==> src/rtl/core/bfs_shortest_path_graph_macros.svh <==
// Assertion helpers for the shortest-path engine
`ifndef BFS_SHORTEST_PATH_GRAPH_MACROS_SVH
`define BFS_SHORTEST_PATH_GRAPH_MACROS_SVH

`define BSP_ASSERT_IMPL(lbl, clk, rst, ante, cons) \
  lbl: assert property (@(posedge clk) disable iff (rst) (ante) |-> (cons)) \
    else $error("assertion failed");

`define BSP_ASSERT_NEXT(lbl, clk, rst, ante, cons) \
  lbl: assert property (@(posedge clk) disable iff (rst) (ante) |=> (cons)) \
    else $error("assertion failed");

`endif

==> src/rtl/core/bsp_pkg.sv <==
`default_nettype none
package bsp_pkg;

  localparam int MaxVertices = 64;

  typedef enum logic [1:0] {
    OP_ADD_VERTEX = 2'd0,
    OP_ADD_EDGE   = 2'd1,
    OP_DEL_EDGE   = 2'd2,
    OP_QUERY      = 2'd3
  } op_t;

  typedef enum logic [1:0] {
    ST_OK          = 2'd0,
    ST_RANGE       = 2'd1,
    ST_FULL        = 2'd2,
    ST_UNREACHABLE = 2'd3
  } status_t;

  typedef struct packed {
    logic [1:0] op;
    logic [5:0] vertex_a;
    logic [5:0] vertex_b;
  } cmd_t;

  typedef struct packed {
    logic [5:0]  path_vertex;
    logic        last;
    logic [1:0]  status;
    logic [6:0]  vertex_count;
    logic [11:0] edge_count;
  } result_t;

  // classified command passed front to back
  typedef struct packed {
    op_t        op;
    logic       bad;
    logic [5:0] a;
    logic [5:0] b;
  } job_t;

  typedef enum logic [3:0] {
    S_IDLE,
    S_EDIT_RD,
    S_EDIT_WR,
    S_CLEAR,
    S_DEQ,
    S_ROW,
    S_SCAN,
    S_TRACE,
    S_TRACE_RD,
    S_EMIT_RD,
    S_EMIT
  } state_t;

endpackage
`default_nettype wire

==> src/rtl/core/bsp_front.sv <==
`default_nettype none
module bsp_front (
  input  wire logic          clk,
  input  wire logic          rst,
  input  wire logic          start,
  input  wire bsp_pkg::cmd_t cmd,
  output logic               busy,
  output logic               q_valid,
  output bsp_pkg::job_t      q_job,
  input  wire logic          q_pop,
  input  wire logic          back_idle,
  input  wire logic [6:0]    vcount
);
  import bsp_pkg::*;

  // two-entry queue; vertex count is read at issue time so adds are ordered
  job_t       slot [2];
  logic [1:0] fill;
  logic       rd_ptr;
  logic       wr_ptr;
  logic [1:0] fill_next;
  logic       push;
  logic       outstanding;
  job_t       job_in;

  // the range check needs the count left by earlier items, so issue only
  // when nothing is queued or running
  assign outstanding = (fill != 2'd0) || !back_idle;
  assign busy        = outstanding;
  assign push        = start && !busy;

  always_comb begin
    job_in.op  = op_t'(cmd.op);
    job_in.a   = cmd.vertex_a;
    job_in.b   = cmd.vertex_b;
    job_in.bad = (cmd.op != OP_ADD_VERTEX) &&
                 (({1'b0, cmd.vertex_a} >= vcount) || ({1'b0, cmd.vertex_b} >= vcount));
  end

  always_comb begin
    fill_next = fill;
    if (push && !q_pop) fill_next = fill + 2'd1;
    if (!push && q_pop) fill_next = fill - 2'd1;
  end

  always_ff @(posedge clk) begin
    if (rst) begin
      fill   <= '0;
      rd_ptr <= 1'b0;
      wr_ptr <= 1'b0;
    end else begin
      fill <= fill_next;
      if (push) wr_ptr <= !wr_ptr;
      if (q_pop) rd_ptr <= !rd_ptr;
    end
  end

  always_ff @(posedge clk) begin
    if (push) slot[wr_ptr] <= job_in;
  end

  assign q_valid = (fill != 2'd0);
  assign q_job   = slot[rd_ptr];
endmodule
`default_nettype wire

==> config.mk <==
export PLATFORM = sky130hd
export DESIGN_NAME = bsp_front
export DESIGN_NICKNAME = d
export VERILOG_FILES = /design/src/rtl/core/bfs_shortest_path_graph_macros.svh /design/src/rtl/core/bsp_pkg.sv /design/src/rtl/core/bsp_front.sv
export SDC_FILE = /design/constraint.sdc
export NUM_CORES = 1
export LEC_CHECK = 0
export BUFFER_PORTS_ARGS = -buffer_cell sky130_fd_sc_hd__buf_2
export CAP_MARGIN = 20
export CORE_MARGIN = 4
export CORE_UTILIZATION = 33
export DETAILED_ROUTE_END_ITERATION = 16
export SLEW_MARGIN = 20
export SYNTH_ARGS = -nofsm -noshare
export SYNTH_HDL_FRONTEND = slang
export SYNTH_SLANG_ARGS = --single-unit
==> constraint.sdc <==
create_clock -name clk -period 2 [get_ports clk]
set_input_delay 0.1 -clock clk [delete_from_list [all_inputs] [get_ports clk]]
set_output_delay 0.1 -clock clk [all_outputs]
set_load 0.02 [all_outputs]
-- Word-level counts from Yosys, hierarchy flattened
Memory sizes are Yosys's and may differ from the RTL's. A register that Yosys moved wholly into a read port is not among the register bits.
Cells that the tools add are included.
- register bits: 4
- memory bits (writable): 30
- output and inout port bits: 17
- memories: 1
- add/subtract/negate cells: 2
- magnitude comparators: 2
- mux-type cells: 6
- reductions and logical operators: 15
- memories (name ; words ; bits a word ; rd ports ; clocked after memory_dff ; write ports ; RTL line ; text):
    slot ; 2 ; 15 ; 1 ; 1 ; 1 ; bsp_front.sv:17 ; job_t slot [2];
- operators by type and width (operator ; count):
    $ge A6 B7 Y1 ; 2
    $logic_not A1 Y1 ; 6
    $reduce_bool A2 Y1 ; 3
    $logic_and A1 B1 Y1 ; 4
    $mux W1 ; 4
    $mux W2 ; 2
    $add A2 B1 Y2 const B ; 1
    $logic_or A1 B1 Y1 ; 2
    $sub A2 B1 Y2 const B ; 1

-- Logic depth before layout (Yosys ltp)
Gate-level depths: netlist of the first run.
- depth in word-level cells: 7
- mapped depth: 6
- mapped depth without buffers: 6

-- Least setup slack after synthesis of the first run
Ideal clock, no wire load.
- kind: reg2reg
- start point: register fill[0]
- end point: memory slot[0][0] in the netlist's numbering (enable)
- library setup time: 0.386 ns
- data arrival time: 1.330 ns
- required time: 1.614 ns
- path slack: 0.283 ns
- cell stages (with the launch flop): 4
- period minus slack after synthesis: 1.717 ns
- cells stage by stage: dfxtp_1 -> nor2_1 -> nand3_1 -> nor2_1
- word-level cells in the longest chain between the ends: 6
- RTL lines (item ; RTL line ; text):
    start: declaration ; bsp_front.sv:18 ; logic [1:0] fill;
    start signal: assignment ; bsp_front.sv:52 ; fill <= fill_next;
    $reduce_bool A2 Y1 ; bsp_front.sv:28 ; assign outstanding = (fill != 2'd0) || !back_idle;
    $logic_or A1 B1 Y1 ; bsp_front.sv:28 ;
    $logic_not A1 Y1 ; bsp_front.sv:30 ; assign push = start && !busy;
    $logic_and A1 B1 Y1 ; bsp_front.sv:30 ;
    $mux W1 ; bsp_front.sv:59 ; if (push) slot[wr_ptr] <= job_in;
    $mux W1 (not written as such) ; bsp_front.sv:59 ;
    end: declaration ; bsp_front.sv:17 ;
No other way between the ends.

==> results of run 1 <==
cell type report:
cell class              instances  share of cell area
inverters                       9             0.01745
flip-flops and latches         35              0.5171
well taps                      52             0.03361
repair buffers                 45              0.1202
clock buffers                   5             0.03555
multi-input cells              60              0.2683
clock inverters                 3            0.007757
power groups by stage:
stage	sequential [mW]	clock [mW]	combinational, mW
6_report	0.870	0.479	0.313
5_1_grt	0.876	0.527	0.348
4_1_cts	0.870	0.498	0.318
3_5_place_dp	0.886	0	0.315
3_3_place_gp	0.882	0	0.307
2_1_floorplan	0.876	0	0.209
metal layers:
metal,vias to the layer above,GRT usage
met2,28,0.1882
met1,448,0.1235
met4,0,0.03804
met3,5,0.04215
met5,-,0
li1,489,-
critical path: cells and delay by family (launching register included):
kind	cells	cell delay [ns]
flops	1	0.53
buf+inv	2	0.42
mux	1	0.35
how the worst min path moves through the flow:
stage,endpoint,depth (start not counted),from
finish,slot[0][10],1,cmd[10]
global route,slot[1][11],1,cmd[11]
CTS,slot[0][10],1,cmd[10]
detailed placement,slot[1][6],1,cmd[6]
global placement,slot[1][0],1,cmd[0]
floorplan,fill[1],1,rst
cells by family (layout without fill, tap and decap cells):
family / Yosys count / after routing / synth area share
XOR/XNOR: 4 / 4 / 0.02240
multiplexers: 15 / 15 / 0.1080
AND/OR/NAND/NOR: 19 / 19 / 0.06000
adder cells (fa/ha/maj): 13 / 13 / 0.1040
AO/OA/AOI/OAI: 9 / 9 / 0.03760
flip-flops: 35 / 35 / 0.6400
buffers and inverters: 11 / 62 / 0.02800
registers in the layout (all words and copies together), names as in the netlist, named ones only:
name / cells
fill: 2
rd_ptr: 1
slot: 30
wr_ptr: 1
cells in the mapped netlist (all sizes together), types with 3 or more instances:
cell,number,share of area
nand3,3,0.0096
xnor2,3,0.017
ha,13,0.10
dfxtp,5,0.064
inv,9,0.022
a21oi,3,0.0096
edfxtp,30,0.58
mux2,15,0.11
nor2,8,0.019
==> metrics.txt, run 1 <==
initial antenna violation count=0; Post-Route M1 WL=1360 µm; DR WL met2=between 1000 and 1500 µm; Rows=24; power density over the cells=~860 nW/µm²; all-layer global routing usage=0.1095; CP max-delay cell=dfxtp_1; sequential cell area=~1000 µm²; number of global-route vias before repair=1073; Routed Antenna Nets=0; RSZ-0062 raised after global routing=false; Final Hold Viols=0; post-route DRC violation count=0; GRT overflow=0; final net count=approximately 200; maximum vdd ir drop=a little under 0.0005 V; final wirelength=around 3000 µm; die height=between 70 and 80 µm; R2R Path End=fill[1]; Psw=442.2 µW; # diodes=0; Final Total Pwr=1.662 mW; # port buffers=42; CP Launch Type=flop; Area Overhead vs Synth=23.76%; worst slew pin tran=approximately 0.35 ns; fin crit period=about 1.7 ns; Clock power frac=0.288; hold-fix buffers at CTS=0; EDFF count, synth=30; CTS Sinks=35; final setup fails=0; Crit path required time=1.90 ns; yosys warns=0; routed wire length on met3=approximately 200 µm; mean post-synth cell area=~15 µm²; Mapped Cells=106; pin count of the biggest net entering global routing=16; final core occ=0.4326; most frequent cells in the layout=buf_2, edfxtp_1, mux2_2; initial core utilization=0.3496; Clk Latency, worst-skew pair=between 0.2 and 0.3 ns; CP Capture Point=q_job[12]; Critical Path End Type=primary output; post-synthesis sequential area ratio=0.6400; Hold WS=roughly 0.027 ns; Worst Slack Setup Final=between 0.3 and 0.4 ns; status=completed; Vias=slightly below 1000; WL/cell=between 10 and 15 µm; DR top layer=met4; CTS tree=yes; layout cells sized above 1=0.4331; P_int=1.219 mW; clock root cell=clkbuf_8; Reg clk slew, reported paths=0.07 ns; Die X=76.85 µm; Netlist Area Pre-Place=around 1600 µm²; leakage=approximately 0.8 nW; DRT Pass-1 Iters=4; Clock Path Buffers=2; Async SR Flop Fraction=0; FMAX=just under 0.6 GHz; H-tree Lvls=2; FF-to-FF setup slack=between 0.3 and 0.4 ns; cts bufs inserted=5; Final Cycle Share=0.8396; crit path cell chain=buf_4, mux2_2, buf_2; commonest non-fill, non-tap cell in the layout=buf_2; PostCTS Resize Cnt=0; Worst slew margin=0.7665; Combinational Power Share=0.189; first-pass GRT wire length=5050 µm; max-slew violation count=0; Main synth FF type=edfxtp_1; routability cong.=~0.76; Post-DP Area=about 1900 µm²; Mapped Nets=approximately 150; DP HPWL=about 2300 µm; fillcell total=roughly 420; switching share of power=0.2662; post-synth cell types=21; design area=1936 µm²; worst r2r src=fill[0]; Die ar.=about 5900 µm²; Post-Layout Cell Count=~210; skew final=~0.0037 ns; iteration-0 DRC count of the detailed router=between 40 and 50; max incr delay on CP=approximately 0.53 ns; Sum Neg Setup Slack=0 ns; core area=roughly 4500 µm²; placed insts=~200; Vias/cell=4.641; max_cap viols=0; critical-path maximum fanout=9; CP arrival=~1.6 ns; Worst Hold Class=in -> reg; path depth of the worst reg2reg path=5; flops & latches, synth=35; I/O pin count=43; multi-input logic area=between 500 and 600 µm²; Sequential Power Share=0.523; dpl ws=0.3508 ns; Setup CP Type=reg -> out; post-CTS setup buffer count=0
(Power assumes the default switching activity.)
==> run 2: changes to the inputs <==
Clock period 2 ns to 1.5 ns, I/O delays scaled along.
==> run 2 against run 1 <==
Effect of this change:
- routed wire length up 2.5%
- highest routed layer unchanged
- critical path type is now reg -> reg
- combinational power up 62%
- sequential share of layout area down 4.0 points
==> metrics.txt, run 2 (synthesis results as in run 1) <==
Final Hold Viols=0 (unchanged); first-pass GRT wire length=5264 µm (+4.2%); Critical Path End Type=flop; number of global-route vias before repair=1211 (+13%); power density over the cells=1081 nW/µm² (+26%); initial antenna violation count=0 (unchanged); status=completed; Final Cycle Share=0.9399; path depth of the worst reg2reg path=6 (+1); Largest regs=slot: 30 flops, fill: 2 flops; Worst Slack Setup Final=0.09013 ns (-0.2306 ns); design area=2096 µm² (+8.3%); DP HPWL=2343 µm (+2.6%); leakage=0.8752 nW (+8.3%); iteration-0 DRC count of the detailed router=73 (+74%); max incr delay on CP=0.34 ns (-0.19 ns); worst slew pin tran=0.2599 ns (-0.08991 ns); Area Overhead vs Synth=34.00%; Clock Path Buffers=2 (unchanged); routability cong.=0.7468 (-1.5%); # port buffers=42 (unchanged); sequential cell area=1001 µm² (unchanged); commonest non-fill, non-tap cell in the layout=buf_2; H-tree Lvls=2 (unchanged); crit path cell chain=nor2_2, nand3_2, ha_4, xnor2_1, or3_1, a21oi_2; dpl ws=-0.01525 ns (-0.3661 ns); die height=76.85 µm (unchanged); CTS Sinks=35 (unchanged); final setup fails=0 (unchanged); clock root cell=clkbuf_8; post-CTS setup buffer count=0 (unchanged); Hold WS=0.008171 ns (-0.01916 ns); skew final=0.007657 ns (+0.003958 ns); WP depth=6 (+3); I/O pin count=43 (unchanged); most frequent cells in the layout=buf_2, edfxtp_1, mux2_2; final net count=210 (+7.7%); CP top delay family=simple AND/OR/NAND/NOR gates; Die ar.=5905 µm² (unchanged); critical-path maximum fanout=2 (-7); Worst Hold Class=in -> reg; fin crit period=1.410 ns; P_int=1.676 mW (+37%); GRT overflow=0 (unchanged); multi-input logic area=548.0 µm² (+5.5%); Final Total Pwr=2.265 mW (+36%); initial core utilization=0.3496 (unchanged); DRT Pass-1 Iters=3 (-1); crit path buf inv count=0 (-2); cts bufs inserted=5 (unchanged); RSZ-0062 raised after global routing=true; CP Launch Type=flop; # diodes=0 (unchanged); max-slew violation count=0 (unchanged); WL/cell=14.00 µm (-3.9%); Setup CP Type=reg -> reg; Post-DP Area=1909 µm² (+3.1%); Rows=24 (unchanged); layout cells sized above 1=0.4678 (+0.03472); all-layer global routing usage=0.1139 (+0.004327); Psw=589.0 µW (+33%); Vias=1057 (+9.0%); CP arrival=1.62 ns (+0.04 ns); Routed Antenna Nets=0 (unchanged); Crit path required time=1.71 ns (-0.19 ns); fillcell total=415 (-2.1%); switching share of power=0.2601 (-0.006087); pin count of the biggest net entering global routing=13 (-3); final wirelength=3121 µm (+2.5%); Sequential Power Share=0.508 (-0.015); CTS tree=yes; FF-to-FF setup slack=0.09 ns (-0.25 ns); Vias/cell=4.740 (+2.1%); max FFs per register=30 (unchanged); maximum vdd ir drop=0.0007196 V (+47%); Reg clk slew, reported paths=0.07 ns (about the same); Hold Crit Depth=1 (unchanged); Sum Neg Setup Slack=0 ns (unchanged); Die X=76.85 µm (unchanged); largest register by flop count=slot; Worst slew margin=0.8249 (+0.05843); post-route DRC violation count=0 (unchanged); Combinational Power Share=0.224 (+0.035); max_cap viols=0 (unchanged); FMAX=roughly 0.7 GHz; core area=4474 µm² (unchanged); CP max-delay cell=or3_1; Clock power frac=0.268 (-0.020); Clk Latency, worst-skew pair=0.28 ns (about the same)
## run 2: changes by cell type in the layout (fill, tap and decap cells not counted), sizes merged
cell         delta
buf             +8
dlygate4sd3     +7
clkinv          -1
## run 2: through the flow
step / std cells / utilization
global route: 223 / 0.4684
finish: 223 / 0.4684
floorplan: 106 / -
global placement: 208 / 0.4267
CTS: 219 / 0.4536
detailed placement: 208 / 0.4267
## run 2: timing repair
item,CTS,global route
setup endpoints to repair,1,20
resized for setup,1,8
endpoints found under the hold margin,8,6
gates cloned,0,1
hold buffers,4,3
## run 2: routing by layer
metal / up-vias / GRT usage / part of all wire
met1: 506 / 0.1208 / 0.41
li1: 518 / - / -
met4: 0 / 0.05616 / 0.017
met2: 27 / 0.1951 / 0.51
met5: - / 0 / 0
met3: 6 / 0.04567 / 0.059
## run 2: path summary, 6_finish.rpt
path,from,end
worst min-delay path,cmd[7],slot[1][7]
worst max register to register,fill[0],fill[1]
worst min register to register,rd_ptr,flop
worst max-delay path,fill[0],fill[1]
## run 2: final cells by class
| type | instances | share of cell area |
|---|---|---|
| tap | 52 | 0.03104 |
| inverter | 9 | 0.01612 |
| clock inverter | 2 | 0.004179 |
| multi-input combinational | 60 | 0.2615 |
| timing repair buffer | 60 | 0.1767 |
| clock buffer | 5 | 0.03284 |
| sequential | 35 | 0.4776 |
## run 2: power groups by stage
stage | registers [mW] | clock network, mW | logic (mW)
6_report | 1.15 | 0.607 | 0.508
5_1_grt | 1.16 | 0.669 | 0.559
4_1_cts | 1.15 | 0.626 | 0.490
3_5_place_dp | 1.17 | 0 | 0.475
3_3_place_gp | 1.17 | 0 | 0.458
2_1_floorplan | 1.17 | 0 | 0.281
==> run 3: changes to the inputs <==
Settings changed: ABC_AREA from default to 1.
Clock period 1.5 ns to 1.4 ns, I/O delays scaled along.
==> run 3 against run 2 <==
Effect of this change:
- design area grew 6.8%
- hold slack improved by 0.00050 ns
- sequential power increased by 5%
- critical path type is now reg -> out
- highest routed layer unchanged
==> metrics.txt, run 3 <==
final net count=238 (+13%); Mapped Nets=173 (+19%); Vias/cell=4.285 (-9.6%); largest register by flop count=slot; cts bufs inserted=5 (unchanged); DRT Pass-1 Iters=4 (+1); path depth of the worst reg2reg path=7 (+1); Worst Hold Class=in -> reg; max-slew violation count=0 (unchanged); HP Start=rst; post-synth top area cell=edfxtp_1; critical-path maximum fanout=8 (+6); Mapped Cells=134 (+26%); worst r2r src=fill[1]; max_cap viols=0 (unchanged); synth cell count leaders=edfxtp_1, nand2_1, inv_1; multi-input logic area=620.6 µm² (+13%); dpl ws=0.08992 ns (+0.1052 ns); # diodes=0 (unchanged); yosys warns=0 (unchanged); Area Overhead vs Synth=30.49%; Synth top area share=0.5252 (-0.05084); simple-gate share of the synthesized area=0.1145 (+0.05451); initial antenna violation count=0 (unchanged); top-count cell post-synth=edfxtp_1; worst slew pin tran=0.2269 ns (-0.03294 ns); initial core utilization=0.3515 (+0.001986); first-pass GRT wire length=5050 µm (-4.1%); GRT overflow=0 (unchanged); skew final=0.003557 ns (-0.004100 ns); CP arrival=1.27 ns (-0.35 ns); layout cells sized above 1=0.3750 (-0.09284); fin crit period=around 1.3 ns; largest cells by area after synthesis=edfxtp_1, ha_1, mux2_4, dfxtp_1, nand2_1; routability cong.=0.7604 (+1.8%); mean post-synth cell area=12.80 µm² (-13%); Synth Area in Adders=0.09482 (-0.009179); Crit path required time=1.33 ns (-0.38 ns); Die X=80.10 µm (+4.2%); max FFs per register=30 (unchanged); fillcell total=483 (+16%); EDFF count, synth=30 (unchanged); Clk Latency, worst-skew pair=0.28 ns (about the same); iteration-0 DRC count of the detailed router=22 (-70%); post-synth cell types=20 (-4.8%); Post-Layout Cell Count=267 (+20%); Worst slew margin=0.8476 (+0.02263); Post-DP Area=2036 µm² (+6.6%); Rows=25 (+4.2%); power density over the cells=1058 nW/µm² (-2.1%); Reg clk slew, reported paths=0.07 ns (about the same); DP HPWL=2459 µm (+4.9%); maximum vdd ir drop=0.0003796 V (-47%); core area=4880 µm² (+9.1%); CP Launch Type=flop; largest family of logic cells by synthesized area=multiplexers; number of global-route vias before repair=1159 (-4.3%); FMAX=between 0.7 and 0.8 GHz; most frequent cells in the layout=buf_2, edfxtp_1, nand2_1; placed insts=248 (+19%); Clock Path Buffers=2 (unchanged); Setup CP Type=reg -> out; post-synthesis sequential area ratio=0.5835 (-0.05648); R2R Path End=fill[1]; Synth Area in Compound Gates=0.01896 (-0.01864); Main synth FF type=edfxtp_1; flops & latches, synth=35 (unchanged); post-synthesis xor/xnor area fraction=0.01021 (-0.01219); Vias=1144 (+8.2%); die height=80.10 µm (+4.2%); commonest non-fill, non-tap cell in the layout=buf_2; clock root cell=clkbuf_8; Hold Crit Depth=2 (+1); Largest regs=slot: 30 flops, fill: 2 flops; WL/cell=11.93 µm (-15%); sequential cell area=1002 µm² (+0.12%); H-tree Lvls=2 (unchanged); final setup fails=0 (unchanged); Routed Antenna Nets=0 (unchanged); leakage=1.001 nW (+14%); Worst Slack Setup Final=0.06007 ns (-0.03006 ns); status=completed; Final Hold Viols=0 (unchanged); # port buffers=42 (unchanged); post-route DRC violation count=0 (unchanged); Async SR Flop Fraction=0 (unchanged); Die ar.=6416 µm² (+8.7%); CTS tree=yes; all-layer global routing usage=0.1060 (-0.007844); Critical Path End Type=primary output; Final Total Pwr=2.369 mW (+4.6%); final wirelength=3185 µm (+2.1%); I/O pin count=43 (unchanged); FF-to-FF setup slack=0.13 ns (+0.04 ns); pin count of the biggest net entering global routing=11 (-2); Final Cycle Share=0.9571; CTS Sinks=35 (unchanged); post-synthesis mux area share=0.1204 (+0.01235); design area=2238 µm² (+6.8%); Netlist Area Pre-Place=1715 µm² (+9.7%)
==> run 3: cell type report <==
class	instances	share of cell area
Clock buffer	6	0.03242
Clock inverter	2	0.003354
Inverter	18	0.03018
Multi-Input combinational cell	79	0.2772
Sequential cell	35	0.4477
Tap cell	67	0.03745
Timing Repair Buffer	60	0.1716
==> run 3: cells by family (layout without fill, tap and decap cells) <==
logic type	after synthesis	count (layout)
and+or+nand+nor	43	43
adders and majority gates	13	13
xor gates and xnor gates	2	2
buffers and inverters	20	86
AOI/OAI and AO/OA	6	6
muxes	15	15
DFF	35	35
==> run 3: worst max-delay path by stage <==
| stage | slack, ns | to | cells after the start |
|---|---|---|---|
| CTS | 0.0003 | q_job[3] | 3 |
| global placement | 0.12 | slot[1][12] | 9 |
| floorplan | 0.02 | slot[1][0] | 3 |
| detailed placement | 0.09 | slot[1][12] | 9 |
| finish | 0.06 | q_job[3] | 3 |
| global route | -0.002 | q_job[14] | 3 |
==> run 3: timing repair <==
item                                    CTS  global route
buffers inserted                          0             0
hold buffers                             10             1
endpoints found under the setup margin    0            13
endpoints found under the hold margin    20             2
resized for setup                         0             5
==> run 3: report_power, final <==
| group | leakage (nW) | internal (mW) | total (mW) | switching (mW) |
|---|---|---|---|---|
| sequential | 0.315 | 1.19 | 1.21 | 0.0194 |
| clock | 0.0403 | 0.339 | 0.662 | 0.324 |
| combinational | 0.645 | 0.232 | 0.495 | 0.263 |
| total | 1.00 | 1.76 | 2.37 | 0.606 |
==> run 3: through the flow <==
stage	setup TNS (ns)	hold slack, ns	util
6_report	0	0.008675	0.4587
5_1_grt	-0.002241	0.003187	0.4587
4_1_cts	0	0.000003414	0.4541
3_5_place_dp	0	0.2847	0.4172
3_3_place_gp	0	0.2718	0.4172
2_1_floorplan	0	0.1391	-
==> run 3: critical path, cell delays in order (launching register included) <==
cell	delay, ns
dfxtp_2	0.35
buf_8	0.15
mux2_2	0.33
buf_2	0.16
==> run 3: metal layers <==
| metal | track usage | up-vias | wire (µm) |
|---|---|---|---|
| met1 | 0.1139 | 527 | 1340 |
| met2 | 0.1912 | 26 | 1662 |
| li1 | - | 586 | - |
| met3 | 0.02803 | 5 | 124 |
| met5 | 0 | - | 0 |
| met4 | 0.05068 | 0 | 57 |
